<file path="src/iir3_pkg.sv">
`timescale 1ns / 1ps
// ----------------------------------------------------------------------------
// iir3_pkg
// Shared types and constants for the third-order direct-form-I IIR filter.
// ----------------------------------------------------------------------------
package iir3_pkg;

    localparam int SAMPLE_W  = 16;
    localparam int COEF_W    = 24;
    localparam int PROD_W    = SAMPLE_W + COEF_W;   // one coefficient times one sample
    localparam int TERM_W    = PROD_W + 1;          // b*x - a*y of one tap
    localparam int ACC_W     = PROD_W + 4;          // seven products plus rounding
    localparam int NUM_TAPS  = 3;
    localparam int CFG_IDX_W = 3;

    localparam int COEF_FRAC_BITS_DEF = 20;

    // configuration register indexes
    localparam logic [CFG_IDX_W-1:0] REG_COEF_B0 = 3'd0;
    localparam logic [CFG_IDX_W-1:0] REG_COEF_B1 = 3'd1;
    localparam logic [CFG_IDX_W-1:0] REG_COEF_B2 = 3'd2;
    localparam logic [CFG_IDX_W-1:0] REG_COEF_B3 = 3'd3;
    localparam logic [CFG_IDX_W-1:0] REG_COEF_A1 = 3'd4;
    localparam logic [CFG_IDX_W-1:0] REG_COEF_A2 = 3'd5;
    localparam logic [CFG_IDX_W-1:0] REG_COEF_A3 = 3'd6;

    typedef struct packed {
        logic signed [SAMPLE_W-1:0] sample_in;
        logic                       start_of_signal;
    } t_in_item;

    typedef struct packed {
        logic signed [SAMPLE_W-1:0] sample_out;
        logic                       clipped;
    } t_out_item;

endpackage

</file>
<file path="src/iir3_round_sat.sv">
`timescale 1ns / 1ps
// ----------------------------------------------------------------------------
// iir3_round_sat
// Rounds the accumulator half up to an integer and saturates it to 16 bits.
// ----------------------------------------------------------------------------
module iir3_round_sat #(
    parameter int COEF_FRAC_BITS = iir3_pkg::COEF_FRAC_BITS_DEF
) (
    input  logic signed [iir3_pkg::ACC_W-1:0]     i_acc,
    output logic signed [iir3_pkg::SAMPLE_W-1:0]  o_sample,
    output logic                                  o_clipped
);
    import iir3_pkg::*;

    localparam logic signed [ACC_W-1:0] HALF = ACC_W'(1) <<< (COEF_FRAC_BITS - 1);

    logic signed [ACC_W-1:0]      w_rnd;
    logic signed [ACC_W-1:0]      w_q;
    logic [ACC_W-SAMPLE_W:0]      w_top;

    assign w_rnd = i_acc + HALF;
    assign w_q   = w_rnd >>> COEF_FRAC_BITS;   // arithmetic shift is a floor
    assign w_top = w_q[ACC_W-1:SAMPLE_W-1];

    // in range only when every bit above the result matches its sign
    assign o_clipped = !((&w_top) || !(|w_top));

    always_comb begin
        if (!o_clipped) begin
            o_sample = w_q[SAMPLE_W-1:0];
        end else if (w_q[ACC_W-1]) begin
            o_sample = {1'b1, {(SAMPLE_W-1){1'b0}}};
        end else begin
            o_sample = {1'b0, {(SAMPLE_W-1){1'b1}}};
        end
    end

endmodule
</file>
<file path="config.mk">
export PLATFORM = sky130hd
export DESIGN_NAME = iir3_round_sat
export DESIGN_NICKNAME = d
export VERILOG_FILES = /design/src/iir3_pkg.sv /design/src/iir3_round_sat.sv
export SDC_FILE = /design/constraint.sdc
export NUM_CORES = 1
export LEC_CHECK = 0
export ABC_AREA = 1
export ABC_CLOCK_PERIOD_IN_PS = 4200
export BUFFER_PORTS_ARGS = -buffer_cell sky130_fd_sc_hd__buf_4
export CAP_MARGIN = 5
export CORE_ASPECT_RATIO = 0.9
export CORE_UTILIZATION = 48
export DETAILED_ROUTE_END_ITERATION = 6
export PLACE_DENSITY_LB_ADDON = 0.1
export SYNTH_ARGS = -nofsm -noshare
export SYNTH_HDL_FRONTEND = slang
export SYNTH_SLANG_ARGS = --single-unit
</file>
<file path="constraint.sdc">
create_clock -name vclk -period 4.2
set_input_delay 0.21 -clock vclk [all_inputs]
set_output_delay 0.21 -clock vclk [all_outputs]
set_load 0.1 [all_outputs]
</file>
======== Yosys cells after proc, flatten, opt, wreduce, memory -nomap -nowiden ========
Cells that the tools add are included.
operators by class
  $mul .................................... 0
  $lt $le $gt $ge ......................... 0
  reduce and logical (&&, ||, !) cells .... 5
  equal/unequal tests ..................... 0
  shift operators ......................... 0
  divide/modulo/power cells ............... 0
  bitwise operators ....................... 0
  muxes and demuxes ....................... 2
  add/sub/neg operators ................... 1
operator list
  operator                                         number
  adder 44 x 21 -> 44 bit (second input constant)  1
  two-way mux 16 bit                               2
  AND reduction 9 bit                              1
  OR reduction 9 bit                               1
  logical NOT 1 bit                                2
  logical OR 1 bit                                 1
word-level totals
  input port bits ......................... 44
  register bits ........................... 0
  memory bits (read-only) ................. 0
  bits in writable memories ............... 0
  memories kept ........................... 0
  latch bits .............................. 0
  word-level logic and storage cells ...... 8

======== Logic depth before layout (Yosys ltp) ========
  word-level depth ........................ 5
  mapped depth ............................ 15
  mapped depth without buffers ............ 14

======== Worst setup path before layout ========
Ideal clock, no wire load.
  path type ............................... in2out
  start point ............................. input i_acc[19] (netlist bit)
  end point ............................... output o_sample[10] (netlist bit)
  path buffers ............................ 1
  arrival ................................. 2730 ps
  stages on the path ...................... 12
  path slack .............................. 1260 ps
  required time ........................... 3990 ps
  cells stage by stage .................... ha_1 -> nand2_2 -> nor2_4 -> nand2_2 -> nor2_4 -> nand3_1 -> xor2_1 -> inv_1 -> nand2_2 -> buf_6 -> nand2_1 -> nand2_1
between the ends
  cells in the longest elaborated chain, start to end .. 5
ends and longest elaborated chain
  item                       RTL line              text
  start: declaration         iir3_round_sat.sv:9   input logic signed [iir3_pkg::ACC_W-1:0] i_acc,
  adder 44 x 21 -> 44 bit *  iir3_round_sat.sv:21  assign w_rnd = i_acc + HALF;
  OR reduction 9 bit         iir3_round_sat.sv:26  assign o_clipped = !((&w_top) || !(|w_top));
  logical NOT 1 bit          iir3_round_sat.sv:26
  logical OR 1 bit           iir3_round_sat.sv:26
  two-way mux 16 bit *       iir3_round_sat.sv:29  if (!o_clipped) begin
  end: declaration           iir3_round_sat.sv:10  output logic signed [iir3_pkg::SAMPLE_W-1:0] o_sample,
Mark *: on every way between the ends. The rest lies on a longest branch, timed or not.

======== Final worst setup path ========
  start point ............................. input i_acc[20] (netlist bit)
  end point ............................... output o_sample[13] (netlist bit)
Same word-level chain as after synthesis.

==> results.txt <==
----------------------------------------------------
[Outcome]
  Outcome ... finished clean

[Worst setup path]
  Cell-by-cell trace of the critical path ... buf_4 -> ha_1 -> nand2_2 -> nor2_4 -> nand2_2 -> nor2_4 -> nand3_1 -> xor2_1 -> inv_1 -> nand2_2 -> nand2_1 -> nand2_1 -> buf_4
  CP Max Fanout ... 16
  Most used cell, CP ... sky130_fd_sc_hd__nand2_2
  Family with the most delay on the worst path ... simple AND/OR/NAND/NOR gates
  Worst Path Class, Setup ... in -> out
  Critical Path End Type ... primary output
  Worst EP required ... approximately 4 ns
  Critical Path AT ... 2.16 ns
  Combined buffer and inverter count along the critical path ... 3
  Max stage delay cell, worst path ... sky130_fd_sc_hd__buf_4
  Peak per-stage delay on the critical path ... 0.29 ns
  Startpoint type of the worst setup path ... input port

[STA]
  Total negative slack ... 0 ns
  Final hold violation count ... 0
  Post-route clock period utilization ... between 50% and 60%
  Setup violation total in the final timing report ... 0
  Final period demand of the worst path ... around 2.4 ns
  Max_slew headroom ... 71.6%
  Unrepaired setup endpoints after global routing ... no
  Slew at the pin closest to its max-slew limit ... 0.425 ns
  Max Freq ... 421 MHz
  Max-slew violation total from the final report ... 0

[Floorplanning]
  Number of placement rows ... 14
  I/O Pins ... approximately 60
  Die outline area ... 0.00200 mm²
  Die Height ... 42.5 µm
  Floorplan core area ... approximately 0.0017 mm²
  Horiz. Die Dim ... 47.0 µm
  Initial core utilization ... 51.5%

[Drt]
  Average detailed-routed wire length per instance ... 8.82 µm
  Routed via count ... 1125
  Routed via count divided by cell count ... 4.69
  Post-DRT Antenna Nets ... 0
  Initial DRC Count ... 24
  Overall routed net length ... 2.12 mm
  Post-detailed-route DRC marker count ... 0
  First-pass detailed-route iteration total ... 4

[Power]
  Static power due to leakage ... about 0.64 nW
  Maximum vdd ir drop ... 0.000138 V
  Power density relative to cell area ... 146 mW/mm²
  Total Power ... 0.175 mW

[Synth]
  Cell area after technology mapping ... between 800 and 900 µm²
  Synth area leaders ... sky130_fd_sc_hd__nand2_1 (34%), sky130_fd_sc_hd__nand2_2 (9.3%), sky130_fd_sc_hd__inv_1 (8.6%), sky130_fd_sc_hd__xor2_1 (8.0%), sky130_fd_sc_hd__nor2_1 (7.3%)
  Area leader, netlist ... sky130_fd_sc_hd__nand2_1
  Seq/Total Area, Yosys ... 0%
  Synth Net Count ... 221
  Mean instance size in the synthesized netlist ... ~5.0 µm²
  Synthesis Warnings ... 0
  Count of cell types in the netlist ... 16
  Area fraction of the dominant cell type after synthesis ... 33.9%
  Cell count after synthesis ... about 180

[Finish]
  FF+latch area ... 0 µm²
  Layout fillers ... approximately 180
  Number of nets in the layout ... between 200 and 300
  Area overhead of the layout relative to synthesis ... 36.9%
  Layout cells sized above 1 ... 31.5%
  Post-route standard cell area excluding fillers ... 0.00120 mm²
  Number of inserted diodes ... 0
  Total of clock buffers placed in the layout ... 0
  Final design utilization ... between 70% and 80%
  Num sequential ... 0

[Placed design]
  RePlAce Congestion ... 0.953
  Number of port buffers ... 42
  Post-DP HPWL ... between 1.5 and 2 mm
  Area after DPL ... approximately 0.0012 mm²

[Job]
  Number of max-cap violations ... 0

[Global routing]
  Number of global-route vias before repair ... approximately 900
  Antenna violations before repair ... 0
  Tot GR Track Use ... 23.3%
  Global-route wire length before repair ... approximately 3.6 mm
  Residual overflow from global routing ... 0
  Pin count of the biggest net entering global routing ... 17

[Clock network]
  Quantity of hold-fixing buffers added after cts ... 0
  Count of cells resized by post-cts repair ... 0
  Post CTS Setup Buffer Count ... 0

[Worst hold path]
  Worst min path class ... in -> out

----------------------------------------------------
## per-stage QoR
step | setup slack (ns) | std cells | hold WS (ns)
6_report | 1.83 | 240 | 0.896
5_1_grt | 1.57 | 240 | 0.915
4_1_cts | 1.78 | 240 | 0.899
3_5_place_dp | 1.79 | 240 | 0.898
3_3_place_gp | 1.84 | 240 | 0.892
2_1_floorplan | 1.26 | 176 | 1.04
## worst paths after layout
kind                  depth (start not counted)  startpoint           end
worst min-delay path                          5   i_acc[23]   o_sample[3]
worst max-delay path                         13   i_acc[20]  o_sample[13]
## where the power goes
group | total (mW) | internal [mW] | switching, mW
Clock | 0 | 0 | 0
Combinational | 0.175 | 0.0469 | 0.128
Sequential | 0 | 0 | 0
## per-layer routing
layer	vias up	share of wire, %	GRT usage, %
li1	610	-	-
met1	477	46	31.0
met2	38	48	42.2
met3	0	6.1	0.431
met4	0	0	1.14
met5	-	0	0
## cell usage after synthesis (all sizes together)
library cell,count
nand2,92
buf,2
nand4,1
nand3,12
xor2,8
ha,1
xnor2,7
o21ai,3
nor2,29
nor3,1
inv,20
## cells in the final DEF, fill, tap and decap left out, drive strengths merged
master  instances
inv            20
o21ai           3
xnor2           7
nor2           29
nand2          92
nand4           1
nor3            1
ha              1
buf            42
xor2            8
nand3          12
## area by class of cell
type / count / area (µm²) / share of cell area (%)
Timing Repair Buffer: 42 / 315 / 26.3
Tap cell: 24 / 30.0 / 2.51
Inverter: 20 / 75.1 / 6.26
Multi-Input combinational cell: 154 / 778 / 64.9
## logic make-up (layout without fill, tap and decap cells)
kind of cell,Yosys count,in the layout,share of synthesized area (%)
XOR/XNOR,15,15,15.0
AND/OR/NAND/NOR,135,135,69.4
buffers and inverters,22,62,11.1
AO/OA/AOI/OAI,3,3,3.00
adder cells (fa/ha/maj),1,1,1.43
No activity file was read; power rests on OpenSTA's default activity.
