**src/iir3_pkg.sv**
```systemverilog
`timescale 1ns / 1ps
// ----------------------------------------------------------------------------
// iir3_pkg
// Shared types and constants for the third-order direct-form-I IIR filter.
// ----------------------------------------------------------------------------
package iir3_pkg;

    localparam int SAMPLE_W  = 16;
    localparam int COEF_W    = 24;
    localparam int PROD_W    = SAMPLE_W + COEF_W;   // one coefficient times one sample
    localparam int TERM_W    = PROD_W + 1;          // b*x - a*y of one tap
    localparam int ACC_W     = PROD_W + 4;          // seven products plus rounding
    localparam int NUM_TAPS  = 3;
    localparam int CFG_IDX_W = 3;

    localparam int COEF_FRAC_BITS_DEF = 20;

    // configuration register indexes
    localparam logic [CFG_IDX_W-1:0] REG_COEF_B0 = 3'd0;
    localparam logic [CFG_IDX_W-1:0] REG_COEF_B1 = 3'd1;
    localparam logic [CFG_IDX_W-1:0] REG_COEF_B2 = 3'd2;
    localparam logic [CFG_IDX_W-1:0] REG_COEF_B3 = 3'd3;
    localparam logic [CFG_IDX_W-1:0] REG_COEF_A1 = 3'd4;
    localparam logic [CFG_IDX_W-1:0] REG_COEF_A2 = 3'd5;
    localparam logic [CFG_IDX_W-1:0] REG_COEF_A3 = 3'd6;

    typedef struct packed {
        logic signed [SAMPLE_W-1:0] sample_in;
        logic                       start_of_signal;
    } t_in_item;

    typedef struct packed {
        logic signed [SAMPLE_W-1:0] sample_out;
        logic                       clipped;
    } t_out_item;

endpackage

```
**src/iir3_tap_cell.sv**
```systemverilog
`timescale 1ns / 1ps
// ----------------------------------------------------------------------------
// iir3_tap_cell
// One delay tap: holds one past input and one past output, hands them to the
// next cell on every transfer and forms b*x - a*y for its delay.
// ----------------------------------------------------------------------------
module iir3_tap_cell (
    input  logic                                   i_clk,
    input  logic                                   i_rst_n,
    input  logic                                   i_shift,
    input  logic                                   i_clear,
    input  logic signed [iir3_pkg::SAMPLE_W-1:0]   i_x,
    input  logic signed [iir3_pkg::SAMPLE_W-1:0]   i_y,
    input  logic signed [iir3_pkg::COEF_W-1:0]     i_coef_b,
    input  logic signed [iir3_pkg::COEF_W-1:0]     i_coef_a,
    output logic signed [iir3_pkg::SAMPLE_W-1:0]   o_x,
    output logic signed [iir3_pkg::SAMPLE_W-1:0]   o_y,
    output logic signed [iir3_pkg::TERM_W-1:0]     o_term
);
    import iir3_pkg::*;

    logic signed [SAMPLE_W-1:0] r_x;
    logic signed [SAMPLE_W-1:0] r_y;
    logic signed [SAMPLE_W-1:0] w_x_eff;
    logic signed [SAMPLE_W-1:0] w_y_eff;
    logic signed [PROD_W-1:0]   w_bx;
    logic signed [PROD_W-1:0]   w_ay;

    // start of signal zeroes the history before this sample uses it
    assign w_x_eff = i_clear ? '0 : r_x;
    assign w_y_eff = i_clear ? '0 : r_y;

    assign w_bx   = i_coef_b * w_x_eff;
    assign w_ay   = i_coef_a * w_y_eff;
    assign o_term = $signed({w_bx[PROD_W-1], w_bx}) - $signed({w_ay[PROD_W-1], w_ay});

    assign o_x = w_x_eff;
    assign o_y = w_y_eff;

    always_ff @(posedge i_clk) begin
        if (!i_rst_n) begin
            r_x <= '0;
            r_y <= '0;
        end else if (i_shift) begin
            r_x <= i_x;
            r_y <= i_y;
        end
    end

endmodule

```
**config.mk**
```make
export PLATFORM = sky130hd
export DESIGN_NAME = iir3_tap_cell
export DESIGN_NICKNAME = d
export VERILOG_FILES = /design/src/iir3_pkg.sv /design/src/iir3_tap_cell.sv
export SDC_FILE = /design/constraint.sdc
export NUM_CORES = 2
export LEC_CHECK = 0
export ABC_AREA = 1
export ABC_CLOCK_PERIOD_IN_PS = 34900
export CORE_MARGIN = 2
export CORE_UTILIZATION = 60
export CTS_CLUSTER_DIAMETER = 100
export CTS_CLUSTER_SIZE = 10
export DETAILED_ROUTE_END_ITERATION = 7
export DONT_BUFFER_PORTS = 1
export GPL_TIMING_DRIVEN = 0
export PLACE_DENSITY = 0.76
export RECOVER_POWER = 100
export SLEW_MARGIN = 20
export SYNTH_ARGS = -nofsm -noshare
export SYNTH_HDL_FRONTEND = slang
export SYNTH_SLANG_ARGS = --single-unit
```
**constraint.sdc**
```tcl
create_clock -name i_clk -period 34.9 [get_ports i_clk]
set_clock_uncertainty 0.2 [all_clocks]
set_input_delay 8.725 -clock i_clk [delete_from_list [all_inputs] [get_ports i_clk]]
set_output_delay 8.725 -clock i_clk [all_outputs]
set_load 0.005 [all_outputs]
```
* Word-level counts from Yosys, hierarchy flattened
Cells that the tools add are included.
** Storage, ports and cells
- Flip-flop bits (word level) :: 32
- Input bits :: 84
- Output and inout port bits :: 73
** Cells by class
- Add/sub/neg operators :: 1
- $mul :: 2
- Multiplexer cells :: 2
** Operator list (number)
- multiplier 24 x 16 -> 40 bit :: 2
- subtractor 40 x 40 -> 41 bit :: 1
- 2-to-1 mux 16 bit :: 2

* Depth between registers and ports, before layout
- Word-level depth :: 3
- Gate-level depth with buffers :: 34
- Depth with buffers taken out :: 32

* Least setup slack after synthesis
No wires, ideal clock.
- Path type :: input -> output
- Start point :: input port i_clear
- End point :: output port o_term[40] (netlist bit)
- Arrival time :: 15.645 ns
- Data required time :: 25.975 ns
- Setup slack :: 10.330 ns
- Cell stages on the path :: 26
- Buffers on the path :: 1
- Cells stage by stage :: inv_1 buf_2 nand2_1 nor2_1 inv_1 fa_1 inv_1 fa_1 fa_1 inv_1 fa_1 inv_1 fa_1 fa_1 fa_1 inv_1 fa_1 ha_1 inv_1 nor3_1 nand2_1 nor2_1 nand3_1 nand3_1 nand3_1 nand2_1
** Between the ends
- Cells in the longest elaborated chain, start to end :: 3
** RTL lines
- start, declared :: line iir3_tap_cell.sv:11 : input logic i_clear,
- 2-to-1 mux 16 bit (on tied branches) :: line iir3_tap_cell.sv:30, iir3_tap_cell.sv:31
- multiplier 24 x 16 -> 40 bit (on tied branches) :: line iir3_tap_cell.sv:33, iir3_tap_cell.sv:34
- subtractor 40 x 40 -> 41 bit (*) :: line iir3_tap_cell.sv:35 : assign o_term = $signed({w_bx[PROD_W-1], w_bx}) - $signed({w_ay[PROD_W-1], w_ay});
- end, declared :: line iir3_tap_cell.sv:18 : output logic signed [iir3_pkg::TERM_W-1:0] o_term
Mark *: on every way between the ends. The rest lies on a longest branch, timed or not.

* Worst setup path after layout
- Start point :: input port i_clear
- End point :: output port o_term[27] (netlist bit)
The elaborated chain is that of the path after synthesis.

==> impl_metrics.csv <==
group,metric,value,unit
routing,drt_iter0_markers,2112,
worst_setup_path,crit_type,"input port to primary output",
grt,overflow,0,
synth,synth_common_cells,"1004 x inv_1, 829 x fa_1, 548 x nand2_1, 538 x nor2_1, 185 x ha_1",
clocking,cts.sinks,32,
worst_setup_path,required,25970,ps
routing,drt-pass1-iter-count,5,
clocking,cts_tree,"yes",
placement,hpwlAfterDp,87.7,mm
floorplanning,rows,81,
sta,post-route-min-period,27440,ps
clocking,hold_buffers,0,
cells_and_area,fill_cells,4409,
clocking,post_cts_resized,0,
grt,grt_pass1_wl,150,mm
floorplanning,die_h,226,microns
synth,synth_seq_cells,32,
synth,syn_area,29500,sq um
clocking,worst_skew_pair.late_latency,280,ps
clocking,clock-root-buffer,"clkbuf_16",
routing,post_drt_wl_per_cell,23.4,microns
grt,grt_max_degree,15,
synth,yosysTopAreaCell,"fa_1",
clocking,clockBufferDepth,2,
synth,ys.flop_type,"dfxtp_1",
sta,max_freq,36.4,MHz
worst_setup_path,crit_arrival,18510,ps
cells_and_area,seq_area,641,sq um
floorplanning,fp.coreArea,48700,sq um
status,outcome,"finished with violations",
synth,yosysTopAreaCellShare,0.563,
routing,viasPerCell,5.58,
grt,grt_antenna_before_repair,1,
synth,ys_warn_count,0,
routing,wl,98.1,mm
sta,tightest_slew,1530,ps
floorplanning,die-area,50900,sq um
sta,finalSetupViolations,0,
cells_and_area,drive_above_1_share,0.0108,
placement,place_inst,4186,
routing,drc,0,
clocking,htreeDepth,2,
worst_setup_path,critPathLaunchType,"input port",
synth,synth_area_leaders,"fa_1 56%, inv_1 13%, ha_1 7.8%",
routing,drtAntennaViolNets,0,
worst_setup_path,cp_max_fo,10,
synth,synthesis.instances,3521,
placement,dp_slack,9240,ps
cells_and_area,final_cell_count_no_fill,4198,
placement,io_buffers,0,
sta,period_share,0.786,
synth,avgSynthCellArea,8.37,sq um
status,violations,"max-capacitance violations, max-slew violations",
floorplanning,start_util,0.605,
floorplanning,die_w,226,microns
worst_setup_path,slowest_stage,"o21ai_0",
sta,setup_tns,0,ps
sta,hold_viol_final,0,
routing,route.met3.wl,11.4,mm
worst_setup_path,endpoint_kind,"primary output",
sta,setup_ws,7460,ps
synth,synth_nets,4619,
worst_setup_path,cp_slowest_stage_delay,1190,ps
cells_and_area,multi_input_area,24500,sq um
job,drv_cap,1,
synth,yosysUniqueCellTypes,41,
sta,drv_slew,4,
synth,yosysSeqAreaShare,0.0217,
min_path,min_path_type,"register to register",
routing,via_count,23405,
sta,rsz0062_at_grt,"false",
synth,synth_enable_flop_cells,0,
routing,wl_met1,35.4,mm
cells_and_area,fin_nets,4627,
synth,async_flop_share,0,
clocking,numCtsBuffers,5,
grt,grt_usage,0.409,
sta,slew_headroom,-0.0267,
clocking,postCtsSetupRepairBufs,0,
floorplanning,io_pins,157,
routing,top_layer_used,"met4",
placement,gp_routability_congestion,1.11,
worst_setup_path,critical_path.n_buffers_inverters,8,
routing,routed-wl-met2,43.6,mm
worst_setup_path,path_delay_family,"adder cells",
synth,synth.most_common_cell,"inv_1",
clocking,clk_pin_slew,50,ps
grt,grt_pass1_vias,24628,
cells_and_area,syn2layout_area_growth,3.15,%
[metal layers]
metal  track usage  vias up
li1              -     9872
met4         0.242        0
met5             0        -
met1         0.525    11884
met3        0.0972      317
met2         0.638     1332
[path summary, 6_finish.rpt]
path	slack [ps]	start	depth (start not counted)	endpoint
worst max-delay path	7460	i_clear	27	o_term[27]
worst min-delay path	260	r_y[14]	2	r_y[14]
worst min register to register	260	r_y[14]	2	r_y[14]
worst max register to register	34040	r_x[9]	2	r_x[9]
[cell usage in the layout, fill, tap and decap left out, types with 2 or more instances in the layout]
master / n
a21boi_1: 2
nor2_1: 537
nor2_2: 6
nand4_1: 7
clkbuf_1: 104
fa_1: 829
a21oi_1: 44
o21bai_1: 3
nor2_4: 2
clkinv_1: 20
nand3_2: 2
a31oi_1: 4
inv_2: 5
nand3_1: 42
dfxtp_1: 32
a21boi_0: 2
clkbuf_16: 5
xor2_1: 25
buf_2: 5
nand2_2: 6
inv_1: 1004
nand3b_1: 4
or2_2: 2
nor3_1: 7
o21ai_0: 60
buf_1: 5
o211ai_1: 2
a21o_1: 9
ha_1: 185
diode_2: 4
o21a_1: 2
xnor2_1: 9
nand2_1: 551
[sequential cells by signal (all words and copies together) (netlist names)]
signal,flops
r_x,16
r_y,16
[logic make-up after synthesis]
kind of cell    count (synthesis)  share of synthesized area
simple gates                 1169                      0.155
flops                          32                     0.0217
compound gates                130                     0.0256
fa+ha+maj                    1014                      0.641
xor+xnor                       35                     0.0107
buf+inv                      1141                      0.146
[tightest hold or removal path, stage by stage, from the launching register on]
cell	delay (ps)
dfxtp_1	290
inv_1	60
a21oi_1	60
[cell type report]
class                           count  area share
Multi-Input combinational cell   2348       0.805
Inverter                         1029       0.127
Tap cell                          664      0.0273
Sequential cell                    32      0.0211
Buffer                            112      0.0140
Clock buffer                        8     0.00481
Timing Repair Buffer                1    0.000370
Antenna cell                        4    0.000329
[stage by stage]
stage	hold slack (ps)	area [sq um]	util
detailed placement	252	30300	0.622
finish	259	30400	0.624
CTS	258	30500	0.625
global placement	246	30300	0.622
floorplan	230	29500	-
global route	290	30400	0.624
Power is left out: the tool's default activity adds up to more than one toggle a clock period on the data nets, which glitch-free logic cannot reach.
